$ cat config.mk
export PLATFORM = sky130hd
export DESIGN_NAME = c1d_ram
export DESIGN_NICKNAME = d
export VERILOG_FILES = /design/src/hdl/c1d_ram.sv
export SDC_FILE = /design/constraint.sdc
export NUM_CORES = 1
export LEC_CHECK = 0
export BUFFER_PORTS_ARGS = -buffer_cell sky130_fd_sc_hd__buf_2
export CAP_MARGIN = 0
export CORE_UTILIZATION = 60
export DETAILED_ROUTE_END_ITERATION = 7
export PLACE_DENSITY = 0.75
export SYNTH_ARGS = -nofsm -noshare
export SYNTH_HDL_FRONTEND = slang
export SYNTH_SLANG_ARGS = --single-unit
$ cat constraint.sdc
create_clock -name clk -period 2.8 [get_ports clk]
set_input_delay 0.28 -clock clk [delete_from_list [all_inputs] [get_ports clk]]
set_output_delay 0.28 -clock clk [all_outputs]
set_load 0.005 [all_outputs]
$ cat src/hdl/c1d_ram.sv
// ---------------------------------------------------------------------------
// c1d_ram: generic simple dual-port RAM
// One write port, one read port, read data registered.
// ---------------------------------------------------------------------------
module c1d_ram #(
    parameter int WIDTH = 16,
    parameter int DEPTH = 16
) (
    input  logic                                clk,
    input  logic                                we,
    input  logic [(DEPTH > 1 ? $clog2(DEPTH) : 1)-1:0] waddr,
    input  logic [WIDTH-1:0]                    wdata,
    input  logic                                re,
    input  logic [(DEPTH > 1 ? $clog2(DEPTH) : 1)-1:0] raddr,
    output logic [WIDTH-1:0]                    rdata
);

    logic [WIDTH-1:0] mem [DEPTH];

    // Write port
    always_ff @(posedge clk)
    begin
        if (we)
        begin
            mem[waddr] <= wdata;
        end
    end

    // Registered read port
    always_ff @(posedge clk)
    begin
        if (re)
        begin
            rdata <= mem[raddr];
        end
    end

endmodule

Yosys cells after proc, flatten, opt, wreduce, memory -nomap -nowiden. Memory sizes are Yosys's and may differ from the RTL's. A register that Yosys moved wholly into a read port is not among the register bits. Cells that the tools add are included.

Multiplexer cells: 2.

Operators with widths (number): 1-bit 2-to-1 mux (2).

RAM bits: 256. Flip-flop bits (word level): 0. Memories kept: 1. Bits of input ports: 27.

Memories: mem (words 16, width 16, read ports 1, clocked after memory_dff 1, write ports 1, RTL line 18) `logic [WIDTH-1:0] mem [DEPTH];`.

Depth between registers and ports, before layout. Gate-level depths: netlist (run 1).

Depth in word-level cells: 2. Depth in mapped cells: 5.

Worst setup path before layout (run 1). OpenSTA, ideal clock, no wires.

Kind: input-to-reg. Start: input waddr[2] (netlist name). End: memory mem[0][0], enable pin. Stages: 2. Path slack: 465 ps. Arrival: 1926 ps. Library setup time: 409 ps. Cell sequence: or3b_2 -> nor3_1.

RTL lines: start, declared (RTL line 11) `input logic [(DEPTH > 1 ? $clog2(DEPTH) : 1)-1:0] waddr,`; end, declared (RTL line 18).

No word-level cell before the write port.

==> results of run 1 <==
-- per-stage QoR --
stage / hold slack [ps] / worst slack (ps) / power, W / util / area, sq um
after floorplan: 379 / 465 / 0.00491 / - / 10200
after global placement: 640 / 913 / 0.00508 / 0.655 / 10900
after detailed placement: 660 / 908 / 0.00510 / 0.655 / 10900
after CTS: 121 / 1280 / 0.00857 / 0.706 / 11700
after global routing: 128 / 1260 / 0.00874 / 0.706 / 11700
final: 131 / 1300 / 0.00853 / 0.706 / 11700
-- synth_stat cells --
master	instances	area (sq um)
nand2b_1	2	12.5
nor2b_1	2	12.5
nand2_1	17	63.8
mux4_1	10	263
nor2_1	13	48.8
buf_6	4	45.0
or3b_2	1	8.76
nor3_1	4	20.0
a22oi_1	32	240
buf_2	3	15.0
nand3b_1	2	15.0
and2_1	1	6.26
edfxtp_1	272	8170
buf_1	3	11.3
clkbuf_1	8	30.0
buf_4	3	22.5
mux4_2	54	1220
nand3_1	1	5.00
-- flip-flops by register name (all words and copies together) (netlist names) --
register / cells
rdata: 16
mem: 256
-- critical path, cell delays in order (launching register included) --
cell	delay, ps
edfxtp_1	390
mux4_1	510
a22oi_1	230
nand2_1	100
-- per-layer routing --
metal  up-vias  global-route usage  wire length [microns]
met5         -                   0                     15
met4         2              0.0971                    575
met3        41              0.0361                   1620
met2       244               0.396                  10200
met1      2545               0.365                   8500
li1       1990                   -                      -
-- report_power, final --
group | total, W | switching, W | internal [W]
clock | 0.00352 | 0.00141 | 0.00211
sequential | 0.00461 | 0.0000257 | 0.00459
combinational | 0.000402 | 0.000232 | 0.000170
total | 0.00853 | 0.00167 | 0.00686
-- cells in the final DEF (no fill, tap or decap), types with 2 or more instances in the layout --
master / netlist / layout
buf_2: 3 / 41
clkinv_1: 0 / 7
mux4_1: 10 / 10
buf_12: 0 / 4
nand3b_1: 2 / 2
clkbuf_1: 8 / 4
a22oi_1: 32 / 32
nand2_1: 17 / 17
nor2_2: 0 / 12
clkinv_2: 0 / 2
mux4_2: 54 / 54
nor2b_1: 2 / 2
buf_4: 3 / 22
bufinv_16: 0 / 4
nor3_2: 0 / 4
clkbuf_16: 0 / 27
edfxtp_1: 272 / 272
nand2b_1: 2 / 2
-- kinds of logic after synthesis --
group	count (synthesis)	share of synthesized area
and+or+nand+nor	43	0.0189
muxes	64	0.145
buffers and inverters	21	0.0121
DFF	272	0.800
AOI/OAI and AO/OA	32	0.0235
-- worst paths after layout --
path         depth (start not counted)  slack [ps]  startpoint         end
min reg2reg                          3         760  mem[7][12]   rdata[12]
max                                  3        1300  mem[0][10]   rdata[10]
max reg2reg                          3        1300  mem[0][10]   rdata[10]
min                                  1         130    wdata[9]  mem[10][9]
-- final cells by class --
cell class / count / share of cell area
tap: 220 / 0.0235
clock inverter: 13 / 0.0134
clock buffer: 31 / 0.0590
multi-input combinational: 139 / 0.168
timing repair buffer: 67 / 0.0385
sequential: 272 / 0.698
==> results.txt, run 1 <==
The worst setup path is launched from a flip-flop. The cell at the root of the clock tree is clkbuf_16. The floorplan has 47 rows. The die is 132 microns wide. Routability-driven placement finished with a final weighted congestion of 0.727. The number of pins with negative max-slew slack in the final report was 0; the via count of the first global-routing pass was 5116. The post-route minimum period is 1500 ps. Setup violations remaining at the end of the flow were counted as 0. Setup repair after global routing left no endpoint under its margin.

The number of failing hold endpoints at the final stage is 0, and the ratio of total power to cell area is 729 mW/mm^2. Static timing analysis puts the maximum clock frequency at 665 MHz. The routed wirelength normalized by instance count came out at 28.2 microns. The worst setup path is captured at a flip-flop. The number of hold buffers added after CTS was 0.

TritonCTS built the clock tree. By startpoint and endpoint, the worst setup path is classified as reg -> reg. The run gives 0 as the number of gates resized after cts.

The initial cell density of the core was 0.615; the number of cells in the finished layout apart from fillers was 742. For the worst setup path, the data required time is 3050 ps. The tools report the count of unresolved DRC violations after routing as 0. The netlist uses 18 different library cells. The fraction of final layout cells with drive strength greater than 1 came out at 0.328. The cell total after placement is 698. The synthesized netlist cell count is 432, and the synthesis-to-layout area growth is 14.7%. The tools report the initial antenna violation count as 1. During I/O placement, the number of pins put on the boundary was 43. The final cycle utilization of the critical path works out to 0.537.

The tools report the arrival time at the worst endpoint as 1760 ps. Entering global routing, the biggest net connects 28 pins. The global-route usage over all layers is 0.251. The filler cells instantiated in the layout total 980. The run finished with clean final reports. The logs give 0 ps for the final setup TNS and 0.0166 sq mm for the area of the core region. The post-synthesis net count came out at 459. Synthesized flop and latch total: 272.

The combined flip-flop and latch cell area was 0.00817 sq mm; the number of buffers on the longest clock path was 3. Buffers added to address setup during post-CTS repair amount to 0. The detailed router placed 4822 vias in this run.

The tree built by TritonCTS fans out to 272 sinks. Summing all multi-input logic gate instances after layout gives 0.00196 sq mm. The clock reaches the later pin of the worst-skew pair after 520 ps. The die covers 0.0175 sq mm. After the first detailed-routing iteration, the DRC count stood at 471.

Global routing finished with a remaining overflow of 0. The count of port buffers added during placement was 42. The worst-case IR drop observed on VDD is 0.535 mV. The number of vias per cell works out to 6.50.

The mapped netlist covers 0.0102 sq mm. Detailed-route wire length: 20900 microns. After clock tree synthesis, the clock-pin slew on the worst setup and hold paths is 70 ps.

The number of buffers created by CTS came out at 27. For the final worst clock skew, the log shows 9.79 ps. For this run, the number of Yosys warnings is 0. The largest fanout on the critical path was 1. Across the run, the number of max-cap violations was 0.

The number of diodes came out at 0. The sequential fraction of the synthesis area was 0.800; the placed wire-length estimate was 11000 microns. The average footprint of a synthesized cell is 23.6 sq um. The path type of the worst min-delay path was in -> reg. At the pin with the least slew margin, the transition time is 986 ps.

The worst slew margin relative to its limit was 0.343; the antenna violation net count after detailed routing was 0. For this run, the detailed router's first-pass iteration total came to 6. For this run, the post-layout net count is 534. The die is 132 microns tall.

Summed over all cells, the static leakage comes to 3.82 nW. The first global-routing pass estimated 31400 microns of wire. The tools report the total number of H-tree levels as 1.
No activity file was read; power rests on OpenSTA's default activity.
==> run 2: changes to the inputs <==
- clock period: 2.8 -> 1.49 ns (I/O delays scaled with it)
==> results.txt, run 2 (same netlist as run 1, synthesis figures left out) <==
The clock reaches the later pin of the worst-skew pair after 530 ps. The global-route usage over all layers is 0.257, and the maximum achievable frequency is 680 MHz. STA classifies the critical path startpoint as a flip-flop. Buffers added to address setup during post-CTS repair amount to 0. The number of buffers on the longest clock path is 3, and the total die area is 0.0175 sq mm.

Antenna violation net count after detailed routing: 0. From bottom edge to top edge, the die measures 132 microns. The run gives 0.767 as the worst slew margin relative to its limit. From synthesis to final layout, the design area changed by 18.4%. Total power for the finished layout comes to 0.0156 W. Ranked by flip-flop count, first place goes to mem. The finished cells cover 0.0121 sq mm.

Once detailed placement completed, the half-perimeter wirelength came to 11300 microns. In the layout the commonest cells are edfxtp_1, mux4_2, buf_2, a22oi_1, clkbuf_16. The initial cell density of the core is 0.615. Detailed routing inserted a total of 4888 vias. Summed over all layers, the global routing overflow is 0. The site row count was 47.

The leakage component of the power was 3.96 nW. For the final setup TNS, the log shows 0 ps. Routability-driven placement finished with a final weighted congestion of 0.747. The cell sitting at the root of the clock tree is a clkbuf_16.

The critical path is of the reg -> reg type. The number of pins with negative max-slew slack in the final report is 0. The total number of H-tree levels is 1, and the routed wirelength normalized by instance count is 27.6 microns. Post-placement cell area: 0.0111 sq mm. The library cell used most frequently in the layout, excluding fill and tap cells, is edfxtp_1. The arrival time at the worst endpoint is 1750 ps, and the area of the core region is 0.0166 sq mm. The largest registers in the layout are mem: 256 flops, rdata: 16 flops. The number of failing hold endpoints at the final stage was 0.

The largest fanout on the critical path is 1, and the number of ports placed on the die boundary is 43. The clock sink total came out at 272. The flow ran to the end, and the final reports show no timing, DRC or antenna violations.

For this run, the post-layout net count is 561. The count of port buffers added during placement is 42. The first detailed-routing pass took 5 iterations.

At the pin with the least slew margin, the transition time is 350 ps. Setup repair after global routing left no endpoint under its margin. After the first detailed-routing iteration, the DRC count stood at 569.

The ratio of total power to cell area was 1300 mW/mm^2. The tools report the final worst clock skew as 5.44 ps. Path type of the worst min-delay path: in -> reg. The logs give 773 for the number of cells in the finished layout apart from fillers and 35 for the maximum number of pins on one net before global-route repair. The die span in x is 132 microns.

The run gives 21300 microns as the detailed-route wire length. The number of vias per cell was 6.32; the cell total after placement was 709. The initial antenna violation count was 0; the max capacitance violation total was 0. The endpoint type of the worst setup path is a flip-flop. The final cycle utilization of the critical path is 0.987, and the largest voltage drop on the vdd net is 1.05 mV. The fraction of final layout cells with drive strength greater than 1 is 0.336. After layout, the minimum clock period comes to 1470 ps. The clock transition time at the flip-flop clock pins of the worst setup and hold paths was 60 ps. The first global-routing pass estimated 31600 microns of wire.

The repair_antennas step left the layout with diodes totalling 0. STA puts the critical path data required time at 1760 ps. The number of flip-flops in the largest register works out to 256.

TritonCTS built the clock tree. For this run, design rule violations remaining after detail routing come to 0. TritonCTS created 27 clock buffers. The run gives 0 as the count of final setup violators. The via count of the first global-routing pass was 5167.
## run 2: timing repair
| item | in CTS | in global routing |
|---|---|---|
| resized for setup | 0 | 3 |
| endpoints found under the setup margin | 0 | 2 |
| endpoints found under the hold margin | 249 | 0 |
| hold buffers | 16 | 0 |
## run 2: per-stage QoR
step           hold slack, ps   util  setup slack (ps)
3_3_place_gp              507  0.671              -170
2_1_floorplan             248      -              -180
6_report                  162  0.728              18.7
5_1_grt                   151  0.728              1.68
4_1_cts                   143  0.728              4.26
3_5_place_dp              526  0.671              -221
## run 2: per-layer routing
layer	vias up	GRT usage	wire [microns]
met2	260	0.420	10900
met3	36	0.0388	1730
met5	-	0	0
li1	2056	-	-
met1	2536	0.360	8290
met4	0	0.0932	469
## run 2: area by class of cell
type,count,area (sq um)
tap,220,275
sequential,272,8170
clock buffer,34,702
multi-input combinational,139,1990
fill,964,4510
timing repair buffer,94,856
clock inverter,14,90.1
## run 2: where the power goes
| group | switching [W] | internal [W] |
|---|---|---|
| sequential | 0.0000489 | 0.00862 |
| combinational | 0.000455 | 0.000380 |
| clock | 0.00266 | 0.00349 |
| total | 0.00316 | 0.0125 |
## run 2: worst max-delay path, stage by stage (launching register included)
cell and delay [ps]:
edfxtp_1 390, mux4_2 490, a22oi_1 250, nand2_1 80
## run 2: final timing paths
path	slack, ps	from	to	cells past startpoint
worst max-delay path	20	mem[11][8]	rdata[8]	3
worst min-delay path	160	re	rdata[15]	2
worst max register to register	20	mem[11][8]	rdata[8]	3
worst min register to register	760	mem[14][3]	rdata[3]	3
