<file path="config.mk">
export PLATFORM = sky130hd
export DESIGN_NAME = c1d_seq
export DESIGN_NICKNAME = d
export VERILOG_FILES = /design/src/hdl/c1d_pkg.sv /design/src/hdl/c1d_seq.sv
export SDC_FILE = /design/constraint.sdc
export NUM_CORES = 1
export LEC_CHECK = 0
export ABC_AREA = 1
export ABC_CLOCK_PERIOD_IN_PS = 4000
export BUFFER_PORTS_ARGS = -buffer_cell sky130_fd_sc_hd__buf_2
export CAP_MARGIN = 20
export CELL_PAD_IN_SITES_DETAIL_PLACEMENT = 1
export CELL_PAD_IN_SITES_GLOBAL_PLACEMENT = 2
export CORE_ASPECT_RATIO = 0.75
export CORE_MARGIN = 2
export CORE_UTILIZATION = 33
export DETAILED_ROUTE_END_ITERATION = 6
export HOLD_SLACK_MARGIN = 0.1
export PLACE_DENSITY = 0.8
export SLEW_MARGIN = 20
export SYNTH_ARGS = -nofsm -noshare
export SYNTH_HDL_FRONTEND = slang
export SYNTH_SLANG_ARGS = --single-unit
</file>
<file path="constraint.sdc">
create_clock -name clk -period 4 [get_ports clk]
set_input_delay 0.4 -clock clk [delete_from_list [all_inputs] [get_ports clk]]
set_output_delay 0.4 -clock clk [all_outputs]
set_load 0.05 [all_outputs]
</file>
<file path="src/hdl/c1d_pkg.sv">
// ---------------------------------------------------------------------------
// c1d_pkg: shared types and constants for the 1-D convolution block
// Word formats for the input and result channels, the issue word that the
// sequencer hands to the datapath, and the coefficient row layout.
// ---------------------------------------------------------------------------
package c1d_pkg;

    // Default size of the filter bank
    localparam int FILTER_COUNT_DEF = 10;
    localparam int TAP_COUNT        = 3;

    // Field widths
    localparam int IDX_W    = 5;
    localparam int COEF_W   = 16;
    localparam int SAMPLE_W = 16;
    localparam int FEAT_W   = 16;
    localparam int FIDX_W   = 4;
    localparam int TAP_W    = 2;
    localparam int ROW_W    = TAP_COUNT * COEF_W;
    localparam int PROD_W   = COEF_W + SAMPLE_W + 1;
    localparam int SUM_W    = PROD_W + 2;

    // Item modes
    localparam logic MODE_LOAD   = 1'b0;
    localparam logic MODE_SAMPLE = 1'b1;

    // Round half up before dropping the 15 fraction bits
    localparam int RND_SHIFT = 15;

    // Input word
    typedef struct packed {
        logic                       mode;
        logic [IDX_W-1:0]           coef_index;
        logic signed [COEF_W-1:0]   coef_value;
        logic [SAMPLE_W-1:0]        sample;
        logic                       end_of_row;
    } in_t;

    // Result word
    typedef struct packed {
        logic [FIDX_W-1:0]          filter_index;
        logic [FEAT_W-1:0]          feature;
        logic                       row_end;
        logic                       last;
    } out_t;

    // One issued operation: a coefficient load or one filter evaluation
    typedef struct packed {
        logic                       valid;
        logic                       is_load;
        logic [TAP_W-1:0]           tap;
        logic signed [COEF_W-1:0]   value;
        logic [SAMPLE_W-1:0]        a;
        logic [SAMPLE_W-1:0]        b;
        logic [SAMPLE_W-1:0]        c;
        logic                       row_end;
        logic                       last;
    } iss_t;

    // Coefficient index / 3 for 5-bit indexes: (x * 43) >> 7
    function automatic logic [FIDX_W-1:0] div3(input logic [IDX_W-1:0] x);
        logic [10:0] p;
        p = 11'(x) * 11'd43;
        return p[10:7];
    endfunction

endpackage

</file>
<file path="src/hdl/c1d_seq.sv">
// ---------------------------------------------------------------------------
// c1d_seq: input stage, row state and issue sequencer
// Takes input words, tracks the two previous samples of the row and steps
// through the filter bank, issuing one coefficient-row read per cycle while iss_ready is high.
// ---------------------------------------------------------------------------
module c1d_seq #(
    parameter int FILTER_COUNT = c1d_pkg::FILTER_COUNT_DEF
) (
    input  logic                clk,
    input  logic                rst_n,
    input  logic                item_valid,
    output logic                item_ready,
    input  c1d_pkg::in_t        item,
    input  logic                iss_ready,
    output c1d_pkg::iss_t       iss,
    output logic [(FILTER_COUNT > 1 ? $clog2(FILTER_COUNT) : 1)-1:0] iss_filter
);

    localparam int FILT_W = (FILTER_COUNT > 1) ? $clog2(FILTER_COUNT) : 1;

    // Control state
    logic              busy_reg, busy_next;
    logic              is_load_reg;
    logic              phase_reg, phase_next;
    logic [FILT_W-1:0] cnt_reg, cnt_next;
    logic              has2_reg;
    logic              inside_reg;
    logic [c1d_pkg::SAMPLE_W-1:0] prev_reg, sbp_reg;

    // Held payload of the current word
    logic                               ld_ok_reg;
    logic [c1d_pkg::FIDX_W-1:0]         ld_q_reg;
    logic [c1d_pkg::TAP_W-1:0]          ld_tap_reg;
    logic signed [c1d_pkg::COEF_W-1:0]  ld_value_reg;
    logic [c1d_pkg::SAMPLE_W-1:0]       pa_reg, pb_reg, pc_reg;

    logic                               acc;
    logic                               is_sample;
    logic [c1d_pkg::FIDX_W-1:0]         q_in;
    logic                               cnt_last;
    logic                               do_issue;
    logic                               final_step;
    logic                               step;
    logic                               fin;

    assign acc       = item_valid && item_ready;
    assign is_sample = (item.mode == c1d_pkg::MODE_SAMPLE);
    assign q_in      = c1d_pkg::div3(item.coef_index);
    assign cnt_last  = (cnt_reg == FILT_W'(FILTER_COUNT - 1));

    // Issue decision for the current word
    always_comb
    begin
        if (is_load_reg)
        begin
            do_issue   = busy_reg && ld_ok_reg;
            final_step = 1'b1;
        end
        else
        begin
            do_issue   = busy_reg && (phase_reg ? has2_reg : 1'b1);
            final_step = !do_issue || (cnt_last && (phase_reg || !has2_reg));
        end
    end

    assign step       = busy_reg && (!do_issue || iss_ready);
    assign fin        = step && final_step;
    assign item_ready = !busy_reg || fin;

    // Issue word
    always_comb
    begin
        iss.valid   = do_issue;
        iss.is_load = is_load_reg;
        iss.tap     = ld_tap_reg;
        iss.value   = ld_value_reg;
        iss.a       = phase_reg ? pb_reg : pa_reg;
        iss.b       = phase_reg ? pc_reg : pb_reg;
        iss.c       = phase_reg ? '0 : pc_reg;
        iss.row_end = phase_reg;
        iss.last    = cnt_last && (phase_reg || !has2_reg);
        iss_filter  = is_load_reg ? FILT_W'(ld_q_reg) : cnt_reg;
    end

    // Sequencer next state
    always_comb
    begin
        busy_next  = busy_reg;
        phase_next = phase_reg;
        cnt_next   = cnt_reg;
        if (fin)
        begin
            busy_next = 1'b0;
        end
        if (step && do_issue && !is_load_reg)
        begin
            if (cnt_last)
            begin
                cnt_next   = '0;
                phase_next = 1'b1;
            end
            else
            begin
                cnt_next = cnt_reg + 1'b1;
            end
        end
        if (acc)
        begin
            busy_next  = 1'b1;
            cnt_next   = '0;
            phase_next = !inside_reg;
        end
    end

    // Control registers and row state
    always_ff @(posedge clk or negedge rst_n)
    begin
        if (!rst_n)
        begin
            busy_reg    <= 1'b0;
            is_load_reg <= 1'b0;
            phase_reg   <= 1'b0;
            cnt_reg     <= '0;
            has2_reg    <= 1'b0;
            inside_reg  <= 1'b0;
            prev_reg    <= '0;
            sbp_reg     <= '0;
        end
        else
        begin
            busy_reg  <= busy_next;
            phase_reg <= phase_next;
            cnt_reg   <= cnt_next;
            if (acc)
            begin
                is_load_reg <= !is_sample;
                has2_reg    <= item.end_of_row;
                if (is_sample)
                begin
                    if (item.end_of_row)
                    begin
                        inside_reg <= 1'b0;
                        prev_reg   <= '0;
                        sbp_reg    <= '0;
                    end
                    else
                    begin
                        inside_reg <= 1'b1;
                        prev_reg   <= item.sample;
                        sbp_reg    <= prev_reg;
                    end
                end
            end
        end
    end

    // Payload of the accepted word
    always_ff @(posedge clk)
    begin
        if (acc)
        begin
            ld_ok_reg    <= (32'(item.coef_index) < FILTER_COUNT * c1d_pkg::TAP_COUNT);
            ld_q_reg     <= q_in;
            ld_tap_reg   <= c1d_pkg::TAP_W'(item.coef_index - 5'(q_in * 3));
            ld_value_reg <= item.coef_value;
            pa_reg       <= sbp_reg;
            pb_reg       <= prev_reg;
            pc_reg       <= item.sample;
        end
    end

    // Row end clears both sample registers
    a_row_clear: assert property (@(posedge clk) disable iff (!rst_n)
        (acc && is_sample && item.end_of_row)
        |=> (!inside_reg && prev_reg == '0 && sbp_reg == '0))
        else $error("row state not cleared after row end");

    // A sample inside a row shifts into the history
    a_row_shift: assert property (@(posedge clk) disable iff (!rst_n)
        (acc && is_sample && !item.end_of_row)
        |=> (inside_reg && prev_reg == $past(item.sample) && sbp_reg == $past(prev_reg)))
        else $error("sample history not shifted");

    // Sweep counter never passes the bank size
    a_cnt_range: assert property (@(posedge clk) disable iff (!rst_n)
        busy_reg |-> (32'(cnt_reg) < FILTER_COUNT))
        else $error("filter counter out of range");

endmodule

</file>
Word level (Yosys, flattened, before mapping)
Index checks and enable logic that the tools add are counted.
W data, S select, Z words.
{ "classes": {"mul": 2, "n_addsub": 2, "n_reduce_logical": 24, "magnitude_cmp": 1, "eq_ne": 1, "muxes": 18} }
{ "ops": {"columns": ["cell", "count"], "rows": [
  ["$mux W16", 5],
  ["$mux W4", 4],
  ["$mul A5 B6 Y11 const B", 1],
  ["$mux W1", 9],
  ["$logic_and A1 B1 Y1", 8],
  ["$logic_not A1 Y1", 7],
  ["$reduce_bool A2 Y1", 3],
  ["$lt A5 B5 Y1 const B", 1],
  ["$add A4 B1 Y4 const B", 1],
  ["$eq A4 B4 Y1 const B", 1],
  ["$logic_or A1 B1 Y1", 4],
  ["$mul A4 B2 Y2 const B", 1],
  ["$reduce_and A2 Y1", 2],
  ["$sub A2 B2 Y2", 1]
]} }
{ "word_totals": {"wordCells": 63, "out_inout_bits": 75, "reg_bits": 112, "inputBits": 43} }

Depth between registers and ports, before layout
Gate-level depths: netlist of the first run.
{ "logic_depth": {"depth_word": 11, "ltp_mapped": 16, "mapped_depth_nobuf": 16} }

Least setup slack after synthesis of the first run
Ideal clock, no wire load.
{ "synth_path": {"path_type": "register to register", "start": "reg phase_reg", "end": "reg ld_ok_reg, enable pin", "arrival_time_ns": 2.396, "path_slack_ns": 1.179, "period_less_slack_ns": 2.821, "setup_time_ns": 0.426, "t_required_ns": 3.574, "n_path_buf": 2, "stages_incl_launch_ff": 9, "path_cell_list": "dfrtp_1 -> buf_4 -> inv_2 -> nand2_1 -> nand4_2 -> nand2_2 -> nand3_2 -> buf_6 -> inv_1"} }
{ "synth_between": {"elab_chain_len": 9, "word_cells_on_any_way": 14, "cone_classes": "3 x mux; 11 x reduce/logical"} }
{ "synth_lines": {"columns": ["element", "line", "source"], "rows": [
  ["start, declared", "c1d_seq.sv:24", "logic phase_reg, phase_next;"],
  ["start signal, assigned", "c1d_seq.sv:132", "phase_reg <= phase_next;"],
  ["$mux W1", "c1d_seq.sv:61", "do_issue = busy_reg && (phase_reg ? has2_reg : 1'b1);"],
  ["$logic_and A1 B1 Y1", "c1d_seq.sv:61", null],
  ["$mux W1", "c1d_seq.sv:54", "if (is_load_reg)"],
  ["$logic_not A1 Y1", "c1d_seq.sv:66", "assign step = busy_reg && (!do_issue || iss_ready);"],
  ["$logic_or A1 B1 Y1", "c1d_seq.sv:66", null],
  ["$logic_and A1 B1 Y1", "c1d_seq.sv:66", null],
  ["$logic_and A1 B1 Y1 (*)", "c1d_seq.sv:67", "assign fin = step && final_step;"],
  ["$logic_or A1 B1 Y1 (*)", "c1d_seq.sv:68", "assign item_ready = !busy_reg || fin;"],
  ["$logic_and A1 B1 Y1 (*)", "c1d_seq.sv:46", "assign acc = item_valid && item_ready;"],
  ["via acc", "c1d_seq.sv:37", "logic acc;"],
  ["end signal, assigned", "c1d_seq.sv:162", "ld_ok_reg <= (32'(item.coef_index) < FILTER_COUNT * c1d_pkg::TAP_COUNT);"],
  ["end, declared", "c1d_seq.sv:31", "logic ld_ok_reg;"]
]} }
The timed path passes the listed nets; every way through them passes the cells marked *.
A chain may end at the register's enable or synchronous reset.

Final worst setup path of the first run
{ "layout_path": {"start": "in item[35] (netlist bit)", "end": "reg ld_q_reg[2] (netlist bit) (data pin)"} }
{ "layout_between": {"elab_chain_len": 1} }
{ "layout_lines": {"columns": ["element", "line", "source"], "rows": [
  ["start, declared", "c1d_seq.sv:13", "input c1d_pkg::in_t item,"],
  ["$mul A5 B6 Y11", "c1d_pkg.sv:63", "p = 11'(x) * 11'd43;"],
  ["via q_in, one bit", "c1d_seq.sv:39", "logic [c1d_pkg::FIDX_W-1:0] q_in;"],
  ["end signal, assigned", "c1d_seq.sv:163", "ld_q_reg <= q_in;"],
  ["end, declared", "c1d_seq.sv:32", "logic [c1d_pkg::FIDX_W-1:0] ld_q_reg;"]
]} }
The timed path passes the listed nets, and every way through them passes these cells.

==> results of run 1 <==
[synth_stat cells, types with 2 or more instances]
cell type	count
fa_1	4
inv_2	3
xor2_1	2
nand2_1	160
edfxtp_1	71
nand3_1	11
nand3b_1	2
nand4_1	2
inv_1	80
o21ai_1	18
ha_1	13
clkbuf_1	12
dfrtp_1	41
buf_4	9
nand3_2	2
buf_6	2
nand2_2	3
nor2_1	55
buf_2	3
o21ai_0	40
[how the worst max path moves through the flow]
stage | start | to | slack, ns
floorplan | phase_reg | ld_ok_reg | 1.18
CTS | item[35] | ld_tap_reg[1] | 1.43
global route | item[35] | ld_tap_reg[1] | 1.22
detailed placement | item[35] | ld_tap_reg[1] | 1.04
finish | item[35] | ld_q_reg[2] | 1.45
global placement | item[35] | ld_q_reg[2] | 1.21
[per-layer routing]
metal / vias up / routed length [µm] / track usage, % / part of all wire (%)
met3: 12 / 541 / 3.62 / 4.4
met4: 0 / 170 / 5.27 / 1.4
li1: 1899 / - / - / -
met2: 78 / 5870 / 26.8 / 48
met1: 1822 / 5620 / 19.5 / 46
met5: - / 0 / 0 / 0
[power by group]
part	total, W	internal (W)	switching, W
Clock	0.000928	0.000515	0.000413
Combinational	0.00254	0.000521	0.00202
Sequential	0.00189	0.00172	0.000171
[kinds of logic after synthesis]
group                    after synthesis  synth area share, %
adder cells (fa/ha/maj)               17                 4.71
flip-flops                           112                 61.2
AND/OR/NAND/NOR                      238                 18.6
AO/OA/AOI/OAI                         61                 6.21
buffers and inverters                109                 8.95
XOR/XNOR                               2                0.340
[metrics by stage]
stage,std cells,power [W],util (%),cell area [µm²],hold slack [ns]
6_report,856,0.00536,40.7,6210,0.201
3_3_place_gp,840,0.00444,38.6,5900,0.426
5_1_grt,856,0.00571,40.7,6210,0.200
3_5_place_dp,840,0.00451,38.6,5900,0.424
4_1_cts,856,0.00546,40.7,6210,0.197
2_1_floorplan,539,0.00388,-,5160,0.104
[final cells by class]
class                           count  area share [%]
Sequential cell                   112            50.8
Inverter                           83            5.02
Timing Repair Buffer              122            10.2
Multi-Input combinational cell    318            24.8
Clock buffer                       14            4.75
Tap cell                          205            4.13
Clock inverter                      2           0.242
==> metrics, run 1 <==
status completed; Critical Path Max Stage Delay 0.39 ns; Data arrival, critical path 2.66 ns; row cnt 39; Main synth FF type edfxtp_1; Hold Fails Final Rpt 0; H-tree levels 3; CP dominant cell by count nand2_1; CTS max path bufs 2; GR Overflow Total 0; die width 148 µm; number of global-route vias before repair 4149; register area 3160 µm²; DRC 0; CTS Root Cell clkbuf_16; Final Max Slew Viols 0; first-pass GRT wire length 20500 µm; worst-margin pin slew 0.982 ns; pin count of the biggest net entering global routing 62; Inserted Clock Buffers 9; commonest cells after routing, fill and taps aside 160 x nand2_1, 117 x buf_2, 79 x inv_1, 71 x edfxtp_1, 55 x nor2_1; drt initial violations 258; yosys warns 0; input/output buffers 117; drt first pass iters 4; core area 15300 µm²; Layout Nets 706; pre-CTS setup slack 1.04 ns; routed len/inst 14.3 µm; fmax 392 MHz; slew margin rel. 34.5%; placer's final routability congestion estimate 0.771; reg2reg end prev_reg[6]; # hold bufs at CTS 0; syn_area_per_cell 9.57 µm²; post-DP HPWL 8490 µm; worst hold path type in2async; area of the multi-input gates 1540 µm²; Buf/Inv on CP 3; DIE AREA 16700 µm²; vias after detailed routing 3811; Worst Path Max Fanout 3; LEAKAGE 3.08 nW; Yosys top cell area share 41.3%; Die Y 112 µm; FILL cells 1787; critical path's slowest cell fa_1; layout cells sized above 1 23.3%; Mapped Area 5160 µm²; Cell variety after synth 26; Via density 4.45; Critical Path End Type register; asr flop ratio synth 36.6%; PnR worst setup slack 1.45 ns; crit-path cells buf_2, ha_1, ha_1, inv_1, fa_1, inv_1, ha_1, nand2_1, nor2_1, nor2_1, nand2_1, nand2_1, nand2_1, xor2_1; final setup skew 0.00786 ns; internal reg-to-reg setup slack 1.57 ns; Tmin final 2.55 ns; cts repair resizes 0; Post-synth EDFFs 71; Mapped Cells 539; critical path class in2reg; Critical Path RT 4.11 ns; I/O Pins 118; initial antenna violation count 0; max-cap viol count 0; Tcrit/Tclk final 63.7%; final WL 12200 µm; PD cells 863 nW/µm²; commonest non-fill, non-tap cell in the layout nand2_1; ANT cells 0; final setup vio count 0; gr usage total 15.6%; sequential fraction of the synthesis area 61.2%; synthesized net count 599; Initial Util 33.8%; maximum vdd drop 267 µV; Synth area leaders edfxtp_1 41%, dfrtp_1 20%, nand2_1 12%; Synth area leader edfxtp_1; FF+latch count, synth 112; antenna-violating nets left 0; clock sinks 112; Clock transition at path regs 0.07 ns; CTS tree built; setup TNS 0 ns; setup bufs post-CTS 0; Crit path max-delay family adder cells; WP depth 14; Worst-Skew Late Latency 0.35 ns; RSZ-0062 raised after global routing false; worst r2r src is_load_reg; kind of start point of the critical path primary input; R2R cell count 9; Area Overhead vs Synth 20.4%
Power figures use the tool's default switching activity.
==> run 2, diff against run 1 <==
--- a/config.mk
+++ b/config.mk
@@ -6,17 +6,17 @@
 export NUM_CORES = 1
 export LEC_CHECK = 0
 export ABC_AREA = 1
-export ABC_CLOCK_PERIOD_IN_PS = 4000
+export ABC_CLOCK_PERIOD_IN_PS = 2200
 export BUFFER_PORTS_ARGS = -buffer_cell sky130_fd_sc_hd__buf_2
 export CAP_MARGIN = 20
 export CELL_PAD_IN_SITES_DETAIL_PLACEMENT = 1
 export CELL_PAD_IN_SITES_GLOBAL_PLACEMENT = 2
 export CORE_ASPECT_RATIO = 0.75
 export CORE_MARGIN = 2
-export CORE_UTILIZATION = 33
+export CORE_UTILIZATION = 30
 export DETAILED_ROUTE_END_ITERATION = 6
 export HOLD_SLACK_MARGIN = 0.1
-export PLACE_DENSITY = 0.8
+export PLACE_DENSITY = 0.77
 export SLEW_MARGIN = 20
 export SYNTH_ARGS = -nofsm -noshare
 export SYNTH_HDL_FRONTEND = slang
==> constraint.sdc (replaced) <==
create_clock -name clk -period 2.2 [get_ports clk]
set_input_delay 0.22 -clock clk [delete_from_list [all_inputs] [get_ports clk]]
set_output_delay 0.22 -clock clk [all_outputs]
set_load 0.05 [all_outputs]
==> metrics, run 2 (synthesis gave the netlist of run 1 again) <==
status completed; Initial Util 30.7%; DIE AREA 18300 µm²; max-cap viol count 0; Layout Nets 750; hold_sp iss_ready; placed cell areas 6120 µm²; Hold Path Cell Cnt 6; Critical Path RT 2.32 ns; routed len/inst 14.3 µm; Critical Path End Type register; first-pass GRT wire length 21300 µm; H-tree levels 3; Crit. Startpoint item[36]; I/O Pins 118; final WL 13000 µm; worst hold slack 0.316 ns; setup TNS 0 ns; commonest non-fill, non-tap cell in the layout nand2_1; maximum vdd drop 513 µV; final setup skew 0.00736 ns; LEAKAGE 3.28 nW; Critical Path Max Stage Delay 0.43 ns; slew margin rel. 51.4%; post-DP HPWL 8940 µm; final setup vio count 0; pin count of the biggest net entering global routing 48; Via density 4.44; Hold Fails Final Rpt 0; Design Area, Final 6830 µm²; worst hold path type in2reg; Clock transition at path regs 0.07 ns; Tmin final 2.13 ns; clock sinks 112; CP dominant cell by count nand2_2; input/output buffers 117; gr usage total 14.7%; setup bufs post-CTS 0; DRC 0; ANT cells 0; Worst-Skew Late Latency 0.36 ns; CTS tree built; RSZ-0062 raised after global routing true; initial antenna violation count 0; kind of start point of the critical path primary input; Data arrival, critical path 2.25 ns; PD cells 1460 nW/µm²; R2R cell count 7; worst r2r src is_load_reg; fmax 469 MHz; CTS Root Cell clkbuf_16; reg2reg end ld_value_reg[2]; number of global-route vias before repair 4257; layout cells sized above 1 27.9%; crit-path cells buf_2, ha_4, fa_2, inv_2, fa_2, inv_2, nand2_2, nor2_2, nand2_2, nand3b_1, nand2_2, nor2_2, inv_1, nand2_1, inv_1; placer's final routability congestion estimate 0.800; Die Y 118 µm; CTS max path bufs 2; Area Overhead vs Synth 32.3%; row cnt 41; antenna-violating nets left 0; GR Overflow Total 0; commonest cells after routing, fill and taps aside 150 x nand2_1, 115 x buf_2, 76 x inv_1, 71 x edfxtp_1, 50 x nor2_1; drt initial violations 167; critical path class in2reg; internal reg-to-reg setup slack 0.42 ns; die width 155 µm; vias after detailed routing 4040; Worst Path Max Fanout 4; Inserted Clock Buffers 9; Final Max Slew Viols 0; worst-margin pin slew 0.729 ns; drt first pass iters 4; Total Power 0.00997 W; Tcrit/Tclk final 96.9%; Crit path max-delay family adder cells; Endpoint, Worst Hold busy_reg; critical path's slowest cell fa_2; Buf/Inv on CP 5; core area 16800 µm²
==> run 2: tightest hold or removal path, cell delays in order <==
cell	delay [ns]
buf_2	0.08
inv_1	0.06
nand2_2	0.09
nand2_1	0.06
inv_1	0.07
nand2_1	0.05
==> run 2: how the worst max path moves through the flow <==
| stage | endpoint | slack (ns) | depth (start not counted) |
|---|---|---|---|
| floorplan | ld_ok_reg | -0.21 | 8 |
| global placement | ld_tap_reg[1] | -0.27 | 15 |
| detailed placement | ld_q_reg[3] | -0.38 | 14 |
| CTS | ld_q_reg[3] | 0.02 | 14 |
| global route | ld_tap_reg[1] | -0.04 | 15 |
| finish | ld_tap_reg[0] | 0.07 | 15 |
==> run 2: final cells by class <==
class	instances	area [µm²]
Multi-Input combinational cell	318	1710
Fill cell	1936	10000
Tap cell	215	269
Clock inverter	6	67.6
Clock buffer	10	229
Sequential cell	112	3160
Inverter	83	318
Timing Repair Buffer	166	1080
==> run 2: timing repair <==
item | 4_1_cts | 5_1_grt
endpoints found under the hold margin | 54 | 0
hold buffers | 33 | 0
endpoints found under the setup margin | 0 | 7
resized for setup | 0 | 26
==> run 2: metrics by stage <==
stage / cells / setup slack [ns] / util, %
after floorplan: 539 / -0.207 / -
after global placement: 861 / -0.270 / 36.4
after detailed placement: 861 / -0.378 / 36.4
after CTS: 910 / 0.0181 / 40.1
after global routing: 910 / -0.0351 / 40.6
final: 910 / 0.0687 / 40.6
==> run 2: power by group <==
| part | internal (W) | leakage (nW) | total (W) | switching, W |
|---|---|---|---|---|
| registers | 0.00312 | 1.22 | 0.00343 | 0.000317 |
| logic | 0.00111 | 1.91 | 0.00489 | 0.00378 |
| clock network | 0.000888 | 0.139 | 0.00165 | 0.000759 |
==> run 2: per-layer routing <==
| metal | routed length [µm] | global-route usage [%] | up-vias |
|---|---|---|---|
| met2 | 6390 | 24.4 | 75 |
| met3 | 544 | 3.50 | 14 |
| met1 | 5860 | 18.9 | 1958 |
| met4 | 182 | 4.70 | 0 |
| li1 | - | - | 1993 |
| met5 | 0 | 0 | - |
